==> src/hdl/slir_pkg.sv <==
package slir_pkg;

  localparam int unsigned LEN_W  = 5;
  localparam int unsigned ID_W   = 7;
  localparam int unsigned KIND_W = 2;

  localparam logic [7:0] ID_LOW  = 8'h30;
  localparam logic [7:0] ID_HIGH = 8'h50;
  localparam logic [7:0] CH_LF   = 8'h0A;
  localparam logic [7:0] CH_CR   = 8'h0D;

  localparam logic [ID_W-1:0] LOCK_COUNT   = 7'd100;
  localparam logic [ID_W-1:0] RST_OWN_ID   = 7'h30;
  localparam logic [ID_W-1:0] RST_NEXT_ID  = 7'h32;

  localparam logic [KIND_W-1:0] KIND_ECHO   = 2'd0;
  localparam logic [KIND_W-1:0] KIND_LINE   = 2'd1;
  localparam logic [KIND_W-1:0] KIND_STATUS = 2'd2;

  typedef enum logic [2:0] {
    ST_IDLE = 3'b001,
    ST_READ = 3'b010,
    ST_SEND = 3'b100
  } state_t;

  typedef struct packed {
    logic take_item;
    logic send_line;
  } cmd_t;

  typedef struct packed {
    logic role;
    logic is_term;
    logic fill_empty;
    logic fill_full;
    logic last_byte;
  } status_t;

endpackage

==> src/hdl/serial_line_and_id_receiver.sv <==
// Serial line and chain id receiver. Each received byte is one request on the
// in_ channel. With cfg_role at 0 (master) a byte other than CR or LF is kept in
// a line store of LINE_SIZE-1 bytes and echoed; bytes past a full store are
// dropped with no result. CR or LF on a non-empty store plays the whole line out
// as line results, the last flagged, each carrying the length, and empties the
// store; on an empty store it gives nothing. With cfg_role at 1 (slave) every
// byte gives one status result with the learned id, the next id and the lock
// flag. Echo and status requests may follow one another back to back while
// out_stall is low. A line end keeps in_stall high while the store, a memory
// with a registered read port, is walked one byte per read-then-send pair, and
// longer while out_stall holds a send. Write cfg_role only while idle.
module serial_line_and_id_receiver
  import slir_pkg::*;
#(
  parameter int unsigned LINE_SIZE = 32
) (
  input  logic              clk,
  input  logic              rst_n,
  input  logic              cfg_wr_en,
  input  logic              cfg_role,
  input  logic              in_valid,
  output logic              in_stall,
  input  logic [7:0]        in_rx_byte,
  output logic              out_valid,
  input  logic              out_stall,
  output logic [KIND_W-1:0] out_result_kind,
  output logic [7:0]        out_data_byte,
  output logic              out_last_of_line,
  output logic [LEN_W-1:0]  out_line_length,
  output logic [ID_W-1:0]   out_own_id,
  output logic [ID_W-1:0]   out_following_id,
  output logic              out_id_locked
);

  cmd_t    cmd;
  status_t stat;

  slir_ctrl u_ctrl (
    .clk       (clk),
    .rst_n     (rst_n),
    .in_valid  (in_valid),
    .in_stall  (in_stall),
    .out_valid (out_valid),
    .out_stall (out_stall),
    .stat      (stat),
    .cmd       (cmd)
  );

  slir_dpath #(
    .LINE_SIZE (LINE_SIZE)
  ) u_dpath (
    .clk          (clk),
    .rst_n        (rst_n),
    .cfg_wr_en    (cfg_wr_en),
    .cfg_wr_data  (cfg_role),
    .rx_byte      (in_rx_byte),
    .cmd          (cmd),
    .stat         (stat),
    .result_kind  (out_result_kind),
    .data_byte    (out_data_byte),
    .last_of_line (out_last_of_line),
    .line_length  (out_line_length),
    .own_id       (out_own_id),
    .following_id (out_following_id),
    .id_locked    (out_id_locked)
  );

endmodule

==> src/hdl/slir_ctrl.sv <==
module slir_ctrl
  import slir_pkg::*;
(
  input  logic    clk,
  input  logic    rst_n,
  input  logic    in_valid,
  output logic    in_stall,
  output logic    out_valid,
  input  logic    out_stall,
  input  status_t stat,
  output cmd_t    cmd
);

  state_t state_r, state_nxt;
  logic   out_valid_r, out_valid_nxt;
  logic   out_free;
  logic   in_acc;
  logic   emit_item;

  assign out_free  = !out_valid_r || !out_stall;
  assign in_stall  = !((state_r == ST_IDLE) && out_free);
  assign in_acc    = in_valid && !in_stall;
  assign out_valid = out_valid_r;

  assign emit_item = stat.role || (!stat.is_term && !stat.fill_full);

  always_comb begin
    state_nxt     = state_r;
    cmd.take_item = 1'b0;
    cmd.send_line = 1'b0;
    out_valid_nxt = out_valid_r && out_stall;
    case (state_r)
      ST_IDLE: begin
        if (in_acc) begin
          cmd.take_item = 1'b1;
          if (emit_item) begin
            out_valid_nxt = 1'b1;
          end else if (stat.is_term && !stat.fill_empty) begin
            state_nxt = ST_READ;
          end
        end
      end
      ST_READ: begin
        state_nxt = ST_SEND;
      end
      ST_SEND: begin
        if (out_free) begin
          cmd.send_line = 1'b1;
          out_valid_nxt = 1'b1;
          state_nxt     = stat.last_byte ? ST_IDLE : ST_READ;
        end
      end
      default: begin
        state_nxt = ST_IDLE;
      end
    endcase
  end

  always_ff @(posedge clk) begin
    if (!rst_n) begin
      state_r     <= ST_IDLE;
      out_valid_r <= 1'b0;
    end else begin
      state_r     <= state_nxt;
      out_valid_r <= out_valid_nxt;
    end
  end

endmodule

==> src/hdl/slir_dpath.sv <==
module slir_dpath
  import slir_pkg::*;
#(
  parameter int unsigned LINE_SIZE = 32
) (
  input  logic              clk,
  input  logic              rst_n,
  input  logic              cfg_wr_en,
  input  logic              cfg_wr_data,
  input  logic [7:0]        rx_byte,
  input  cmd_t              cmd,
  output status_t           stat,
  output logic [KIND_W-1:0] result_kind,
  output logic [7:0]        data_byte,
  output logic              last_of_line,
  output logic [LEN_W-1:0]  line_length,
  output logic [ID_W-1:0]   own_id,
  output logic [ID_W-1:0]   following_id,
  output logic              id_locked
);

  localparam int unsigned DEPTH = LINE_SIZE - 1;
  localparam int unsigned CNT_W = $clog2(LINE_SIZE);
  localparam int unsigned IDX_W = (DEPTH > 1) ? $clog2(DEPTH) : 1;
  localparam logic [CNT_W-1:0] FULL_CNT = CNT_W'(DEPTH);

  logic [7:0] line_mem [DEPTH];
  logic [7:0] rdata_r;

  logic             role_r;
  logic [CNT_W-1:0] fill_r, fill_nxt;
  logic [CNT_W-1:0] ptr_r, ptr_nxt;
  logic [ID_W-1:0]  cur_id_r, cur_id_nxt;
  logic [ID_W-1:0]  next_id_r, next_id_nxt;
  logic [ID_W-1:0]  match_r, match_nxt;
  logic             conf_r, conf_nxt;

  logic [KIND_W-1:0] kind_r;
  logic [7:0]        data_r;
  logic              last_r;
  logic [LEN_W-1:0]  len_r;
  logic [ID_W-1:0]   own_r;
  logic [ID_W-1:0]   follow_r;
  logic              locked_r;

  logic store_wr;
  logic id_in_range;

  assign stat.role       = role_r;
  assign stat.is_term    = (rx_byte == CH_LF) || (rx_byte == CH_CR);
  assign stat.fill_empty = (fill_r == '0);
  assign stat.fill_full  = (fill_r == FULL_CNT);
  assign stat.last_byte  = ((ptr_r + CNT_W'(1)) == fill_r);

  assign store_wr    = cmd.take_item && !role_r && !stat.is_term && !stat.fill_full;
  assign id_in_range = (rx_byte > ID_LOW) && (rx_byte < ID_HIGH);

  always_comb begin
    fill_nxt    = fill_r;
    ptr_nxt     = ptr_r;
    cur_id_nxt  = cur_id_r;
    next_id_nxt = next_id_r;
    match_nxt   = match_r;
    conf_nxt    = conf_r;
    if (store_wr) begin
      fill_nxt = fill_r + CNT_W'(1);
    end
    if (cmd.take_item) begin
      ptr_nxt = '0;
    end
    if (cmd.send_line) begin
      ptr_nxt = ptr_r + CNT_W'(1);
      if (stat.last_byte) begin
        fill_nxt = '0;
      end
    end
    if (cmd.take_item && role_r && !conf_r && id_in_range) begin
      if (cur_id_r == rx_byte[ID_W-1:0]) begin
        if (match_r >= LOCK_COUNT) begin
          conf_nxt = 1'b1;
        end else begin
          match_nxt = match_r + ID_W'(1);
        end
      end else begin
        cur_id_nxt  = rx_byte[ID_W-1:0];
        next_id_nxt = rx_byte[ID_W-1:0] + ID_W'(2);
      end
    end
  end

  always_ff @(posedge clk) begin
    if (!rst_n) begin
      role_r    <= 1'b0;
      fill_r    <= '0;
      ptr_r     <= '0;
      cur_id_r  <= RST_OWN_ID;
      next_id_r <= RST_NEXT_ID;
      match_r   <= '0;
      conf_r    <= 1'b0;
    end else begin
      if (cfg_wr_en) begin
        role_r <= cfg_wr_data;
      end
      fill_r    <= fill_nxt;
      ptr_r     <= ptr_nxt;
      cur_id_r  <= cur_id_nxt;
      next_id_r <= next_id_nxt;
      match_r   <= match_nxt;
      conf_r    <= conf_nxt;
    end
  end

  always_ff @(posedge clk) begin
    if (store_wr) begin
      line_mem[fill_r[IDX_W-1:0]] <= rx_byte;
    end
    rdata_r <= line_mem[ptr_r[IDX_W-1:0]];
  end

  // result register
  always_ff @(posedge clk) begin
    if (cmd.send_line) begin
      kind_r   <= KIND_LINE;
      data_r   <= rdata_r;
      last_r   <= stat.last_byte;
      len_r    <= LEN_W'(fill_r);
      own_r    <= '0;
      follow_r <= '0;
      locked_r <= 1'b0;
    end else if (cmd.take_item) begin
      if (role_r) begin
        kind_r   <= KIND_STATUS;
        data_r   <= '0;
        own_r    <= cur_id_nxt;
        follow_r <= next_id_nxt;
        locked_r <= conf_nxt;
      end else begin
        kind_r   <= KIND_ECHO;
        data_r   <= rx_byte;
        own_r    <= '0;
        follow_r <= '0;
        locked_r <= 1'b0;
      end
      last_r <= 1'b0;
      len_r  <= '0;
    end
  end

  assign result_kind  = kind_r;
  assign data_byte    = data_r;
  assign last_of_line = last_r;
  assign line_length  = len_r;
  assign own_id       = own_r;
  assign following_id = follow_r;
  assign id_locked    = locked_r;

endmodule

==> config.mk <==
export PLATFORM = sky130hd
export DESIGN_NAME = serial_line_and_id_receiver
export DESIGN_NICKNAME = d
export VERILOG_FILES = /design/src/hdl/slir_pkg.sv /design/src/hdl/serial_line_and_id_receiver.sv /design/src/hdl/slir_ctrl.sv /design/src/hdl/slir_dpath.sv
export SDC_FILE = /design/constraint.sdc
export NUM_CORES = 1
export LEC_CHECK = 0
export BUFFER_PORTS_ARGS = -buffer_cell sky130_fd_sc_hd__buf_2
export CORE_UTILIZATION = 40
export DETAILED_ROUTE_END_ITERATION = 8
export SLEW_MARGIN = 25
export SYNTH_ARGS = -nofsm -noshare
export SYNTH_HDL_FRONTEND = slang
export SYNTH_SLANG_ARGS = --single-unit
==> constraint.sdc <==
create_clock -name clk -period 3.1 [get_ports clk]
set_input_delay 0.155 -clock clk [delete_from_list [all_inputs] [get_ports clk]]
set_output_delay 0.155 -clock clk [all_outputs]
set_load 0.1 [all_outputs]
; Word level (Yosys, flattened, before mapping)
; Memory sizes are Yosys's and may differ from the RTL's. A register that Yosys moved wholly into a read port is not among the register bits.
; Index checks and enable logic that the tools add are counted.
[classes]
n_addsub = 4
order_cmp = 3
eq_ne = 12
muxes = 38
n_bitwise = 1
n_reduce_logical = 27
[ops]
columns = op, count
row1 = $mux 7, 6
row2 = $mux 5, 6
row3 = $mux 8, 3
row4 = $eq 8x4->1 const B, 2
row5 = $mux 1, 15
row6 = $logic_and 1x1->1, 12
row7 = $mux 3, 4
row8 = $add 5x1->5 const B, 2
row9 = $pmux 3 s3, 1
row10 = $gt 8x6->1 const B, 1
row11 = $logic_not 1->1, 8
row12 = $lt 8x7->1 const B, 1
row13 = $add 7x1->7 const B, 1
row14 = $add 7x2->7 const B, 1
row15 = $eq 7x7->1, 1
row16 = $ge 7x7->1 const B, 1
row17 = $eq 5x5->1, 1
row18 = $eq 5x5->1 const B, 1
row19 = $logic_not 5->1, 1
row20 = $mux 2, 2
row21 = $ne 2x1->1 const B, 2
row22 = $ne 2x2->1 const B, 2
row23 = $reduce_and 4->1, 1
row24 = $eq 3x1->1 const B, 1
row25 = 7 further kinds, 9
[word_totals]
register_bits = 68
ram_bits = 248
in_bits = 14
out_inout_bits = 33
n_memories = 1
[memory_table]
columns = memory, words, width, rd, rd_ports_with_merged_regs, wr, line
row1 = u_dpath.line_mem, 31, 8, 1, 1, 1, slir_dpath.sv:27  ; logic [7:0] line_mem [DEPTH];

; Longest topological paths before layout
[logic_depth]
depth_word = 12
mapped_depth = 9
depth_no_buf = 8

; Modules after synthesis
; Synthesis repeated with hierarchy kept, for this count alone.
[hier_totals]
hier_cells = 802
hier_area_um2 = 13102.6
[modules_own_cells]
columns = module, n_inst, cells_each, area_per_inst_um2
row1 = slir_dpath, 1, 772, 12847.3
row2 = slir_ctrl, 1, 30, 255.2

; Worst setup path before layout
; OpenSTA, ideal clock, no wires.
[synth_timing]
path_type = register to register
from = register u_ctrl.out_valid_r, in the netlist u_ctrl.out_valid
to = memory u_dpath.line_mem[0][0] (enable)
setup_time_ps = 370
arrival_ps = 2301
t_required_ps = 2730
setup_slack_ps = 429
stages_incl_launch_ff = 7
path_buffers = 1
path_cell_list = dfxtp_1 > a21oi_1 > buf_2 > nand3_1 > nor4_4 > nand2_1 > nor2_1
[synth_between]
elab_chain_len = 11
[synth_rtl]
columns = item, line
row1 = from (decl), slir_ctrl.sv:15  ; logic out_valid_r, out_valid_nxt;
row2 = from (signal assigned), slir_ctrl.sv:65  ; out_valid_r <= out_valid_nxt;
row3 = $logic_not 1->1, slir_ctrl.sv:20  ; assign out_free = !out_valid_r || !out_stall;
row4 = $logic_or 1x1->1, slir_ctrl.sv:20
row5 = $logic_and 1x1->1, slir_ctrl.sv:21  ; assign in_stall = !((state_r == ST_IDLE) && out_free);
row6 = $logic_and 1x1->1, slir_ctrl.sv:22  ; assign in_acc = in_valid && !in_stall;
row7 = $mux 1, slir_ctrl.sv:34  ; if (in_acc) begin
row8 = $mux 1, slir_ctrl.sv:32  ; case (state_r)
row9 = $logic_and 1x1->1 (3 in a row), slir_dpath.sv:55  ; assign store_wr = cmd.take_item && !role_r && !stat.is_term && !stat.fill_full;
row10 = $mux 1, slir_dpath.sv:114  ; if (store_wr) begin
row11 = $mux 1 (implied by the code), slir_dpath.sv:115  ; line_mem[fill_r[IDX_W-1:0]] <= rx_byte;
row12 = to (decl), slir_dpath.sv:27
; Every way passes these cells.

; Worst setup path in the final report
[layout_timing]
from = register u_dpath.fill_r[0]
to = memory u_dpath.line_mem[11][4] (enable)
[layout_between]
elab_chain_len = 5
[layout_rtl]
columns = item, line
row1 = from (decl), slir_dpath.sv:31  ; logic [CNT_W-1:0] fill_r, fill_nxt;
row2 = from (signal assigned), slir_dpath.sv:104  ; fill_r <= fill_nxt;
row3 = $eq 5x5->1, slir_dpath.sv:52  ; assign stat.fill_full = (fill_r == FULL_CNT);
row4 = $logic_not 1->1, slir_dpath.sv:55
row5 = $logic_and 1x1->1, slir_dpath.sv:55
row6 = $mux 1, slir_dpath.sv:114
row7 = $mux 1 (implied by the code), slir_dpath.sv:115
; Several ways; a longest one is shown, not always the timed one.

==> impl_metrics.csv <==
group,metric,value,unit
final_layout,multi_input_area,0.003699,mm2
sta,timing_hold_violations_final,0,
final_layout,final_cell_mix,"edfxtp_1 (262), mux4_2 (68), nand2_1 (66)",
final_layout,layout-area-overhead-vs-synth,16.55,%
min_path,hold_end,"u_dpath.line_mem[21][6]",
min_path,min_path_cells,1,
grt,grt_pass1_vias,7226,
placed_design,post-place-cells,1295,
drt,drtPass1Iterations,5,
synthesis,async_flop_share,0,%
setup_path,critPathLaunchType,"flip-flop",
grt,grt_overflow,0,
final_layout,regArea,0.009114,mm2
final_layout,final_nets,923,
synthesis,syn_area,0.01307,mm2
synthesis,yosysTopAreaCell,"edfxtp_1",
setup_path,path_cells,"ha_1, and3_1, ha_1, nor2_1, nand2_1, or3_1, nor2_1, buf_4",
final_layout,mostFrequentLayoutCell,"edfxtp_1",
synthesis,synth_nets,823,
synthesis,synthSimpleGateAreaFrac,7.762,%
min_path,worstHoldStart,"in_rx_byte[6]",
grt,grt_first_pass_wirelength,45.09,mm
synthesis,synth_edf_count,262,
sta,fmax,374.5,MHz
synthesis,synth.area.top_cells,"edfxtp_1 (60%), mux4_2 (12%), dfxtp_1 (9.5%)",
clock_tree,clk_latency,0.51,ns
final_layout,final_area,0.01524,mm2
floorplan,initial_core_util,41.01,%
clock_tree,numCtsBuffers,35,
synthesis,synth-xor-area-share,1.407,%
drt,num_vias,7307,
placed_design,dpl_cell_area,0.01410,mm2
setup_path,slowest_delay,0.56,ns
grt,antenna_found_initial,0,
final_layout,fillCellCount,2778,
placed_design,hpwl,19.22,mm
clock_tree,cts_tree,"built",
run_status,status,"finished clean",
grt,grt_max_degree,42,
floorplan,core,0.03188,mm2
clock_tree,cts_buffer_depth,3,
setup_path,r2r_start,"u_dpath.fill_r[0]",
final_layout,antenna-diode-count,0,
synthesis,synth_top_family_by_area,"multiplexers",
final_layout,finalCoreUtilization,47.79,%
floorplan,chipWidth,182.8,um
pwr,powerDensity,616.5,mW/mm2
clock_tree,clk_pin_slew_worst_paths,0.06,ns
floorplan,rows,65,
placed_design,place.gp.congestion,0.7739,
setup_path,crit_path_max_fanout,8,
pwr,p_leak,5.094,nW
drt,via_per_inst,5.385,
drt,routed_wl,29.60,mm
floorplan,die_h,182.8,um
setup_path,rrSetupSlack,0.43,ns
clock_tree,htreeDepth,2,
sta,relSlewSlack,47.55,%
synthesis,synth_fa_ha_area_share,0.8613,%
floorplan,io_pins,47,
sta,fin_tns_setup,0,ns
synthesis,synth.distinct_cells,58,
sta,period_share,86.13,%
final_layout,layout.cells.non_filler,1357,
synthesis,synthesis.instances,800,
sta,drv_slew,0,
placed_design,dp_slack,0.4580,ns
sta,setup_viol,0,
synthesis,synth_compound_area_share,4.077,%
synthesis,ys_seq_area_share,69.67,%
sta,worst_slew_pin_slew,0.7859,ns
setup_path,arrival,2.88,ns
sta,fin_crit,2.670,ns
synthesis,synth_area_per_cell,16.34,um2
sta,rsz0062_at_grt,"no",
final_layout,drive_above_1_share,26.46,%
setup_path,cp.required,3.31,ns
setup_path,end_kind,"flip-flop",
drt,drtIter0Drc,779,
setup_path,cpMaxStageDelayCell,"or3_1",
synthesis,synth.area.mux_share,14.18,%
clock_tree,clock-sinks,324,
drt,ant_nets,0,
clock_tree,cts_root_buf,"clkbuf_16",
min_path,hold_class,"input pin to flip-flop",
pwr,ir_worst_vdd,0.3265,mV
flow_run,cap_viol_max_count,0,
placed_design,io_buffers,46,
grt,groute.usage.overall,18.18,%
floorplan,die-area,0.03341,mm2
setup_path,critical_path_class,"flip-flop to flip-flop",
synthesis,synth_top_area_share,60.18,%
drt,wl_per_cell,21.81,um
setup_path,r2r-end,"u_dpath.line_mem[11][4]",
synthesis,ys_ff_latch,324,
synthesis,synth_warnings,0,
synthesis,ys.flop_type,"edfxtp_1",
drt,remaining_drc_errors,0,
sta,post-route-worst-setup-slack,0.4300,ns
setup_path,reg2reg_depth,8,
sta,finClkSkew,0.02289,ns
[routing by layer]
| layer | up-vias | routed length (um) | GRT usage (%) |
|---|---|---|---|
| met5 | - | 0 | 0 |
| met4 | 0 | 478 | 4.233 |
| met3 | 36 | 1468 | 2.919 |
| met2 | 208 | 13010 | 27.01 |
| met1 | 3750 | 14640 | 28.02 |
| li1 | 3313 | - | - |
[worst max path at each step]
stage                      start                      end  slack, ns  cells after the start
2_1_floorplan   u_ctrl.out_valid   u_dpath.line_mem[0][0]       0.43                      6
5_1_grt        u_dpath.fill_r[0]  u_dpath.line_mem[11][7]       0.31                      8
3_3_place_gp   u_dpath.fill_r[0]  u_dpath.line_mem[11][6]       0.48                      8
6_report       u_dpath.fill_r[0]  u_dpath.line_mem[11][4]       0.43                      8
3_5_place_dp   u_dpath.fill_r[0]  u_dpath.line_mem[11][6]       0.46                      8
4_1_cts        u_dpath.fill_r[0]  u_dpath.line_mem[11][4]       0.47                      8
[report_power, final]
group          internal, mW  switching [mW]
clock                  2.40            1.67
combinational         0.118           0.415
sequential             4.76          0.0306
[stage by stage]
step	power, mW	hold slack [ns]
2_1_floorplan	5.221	0.2539
3_3_place_gp	5.408	0.3939
3_5_place_dp	5.414	0.4036
4_1_cts	9.488	0.01224
5_1_grt	9.663	0.01689
6_report	9.394	0.03093
[registers in the layout (all words and copies together) (netlist names), 7 cells and up]
| register | flops |
|---|---|
| u_dpath.data_byte | 8 |
| u_dpath.own_id | 7 |
| u_dpath.rdata_r | 8 |
| u_dpath.line_mem | 248 |
| u_dpath.next_id_r | 7 |
| u_dpath.cur_id_r | 7 |
| u_dpath.following_id | 7 |
| u_dpath.match_r | 7 |
[cell type report]
type / count / area share (%)
clock inverter: 17 / 1.166
inverter: 9 / 0.2217
sequential: 324 / 59.81
clock buffer: 42 / 6.126
timing repair buffer: 109 / 4.828
tap: 435 / 3.572
multi-input combinational: 421 / 24.27
[timing repair]
action	in CTS	in global routing
resized for setup	0	0
endpoints found under the setup margin	0	0
setup buffers	0	0
hold buffers	3	0
hold endpoints to repair	5	0
[kinds of logic (layout without fill, tap and decap cells)]
| group | after synthesis | after routing |
|---|---|---|
| muxes | 99 | 99 |
| DFF | 324 | 324 |
| AOI/OAI and AO/OA | 83 | 83 |
| and+or+nand+nor | 209 | 209 |
| adders and majority gates | 9 | 9 |
| buffers and inverters | 55 | 177 |
| xor gates and xnor gates | 21 | 21 |
[worst max-delay path: cells and delay by family, from the launching register on]
| family | cells | cell delay [ns] |
|---|---|---|
| DFF | 1 | 0.37 |
| and+or+nand+nor | 5 | 1.30 |
| adders and majority gates | 2 | 0.50 |
| buffers and inverters | 1 | 0.21 |
[cells in the mapped netlist (4+ instances only)]
master and n:
o211ai_1 11, nand4_1 4, a21oi_1 15, and2_1 4, buf_2 9, a21o_1 4
ha_1 9, o21ai_0 31, nand3b_1 5, mux2_2 10, clkbuf_1 27, mux4_2 68
buf_4 5, buf_6 4, nand3_1 26, mux2i_1 21, dfxtp_1 62, xor2_1 11
nor3_1 5, xnor2_1 10, and3_1 6, or3_1 8, edfxtp_1 262, nand2_1 66
nor2_1 61, inv_1 8
Note: power is estimated with default switching activity, not from simulation.
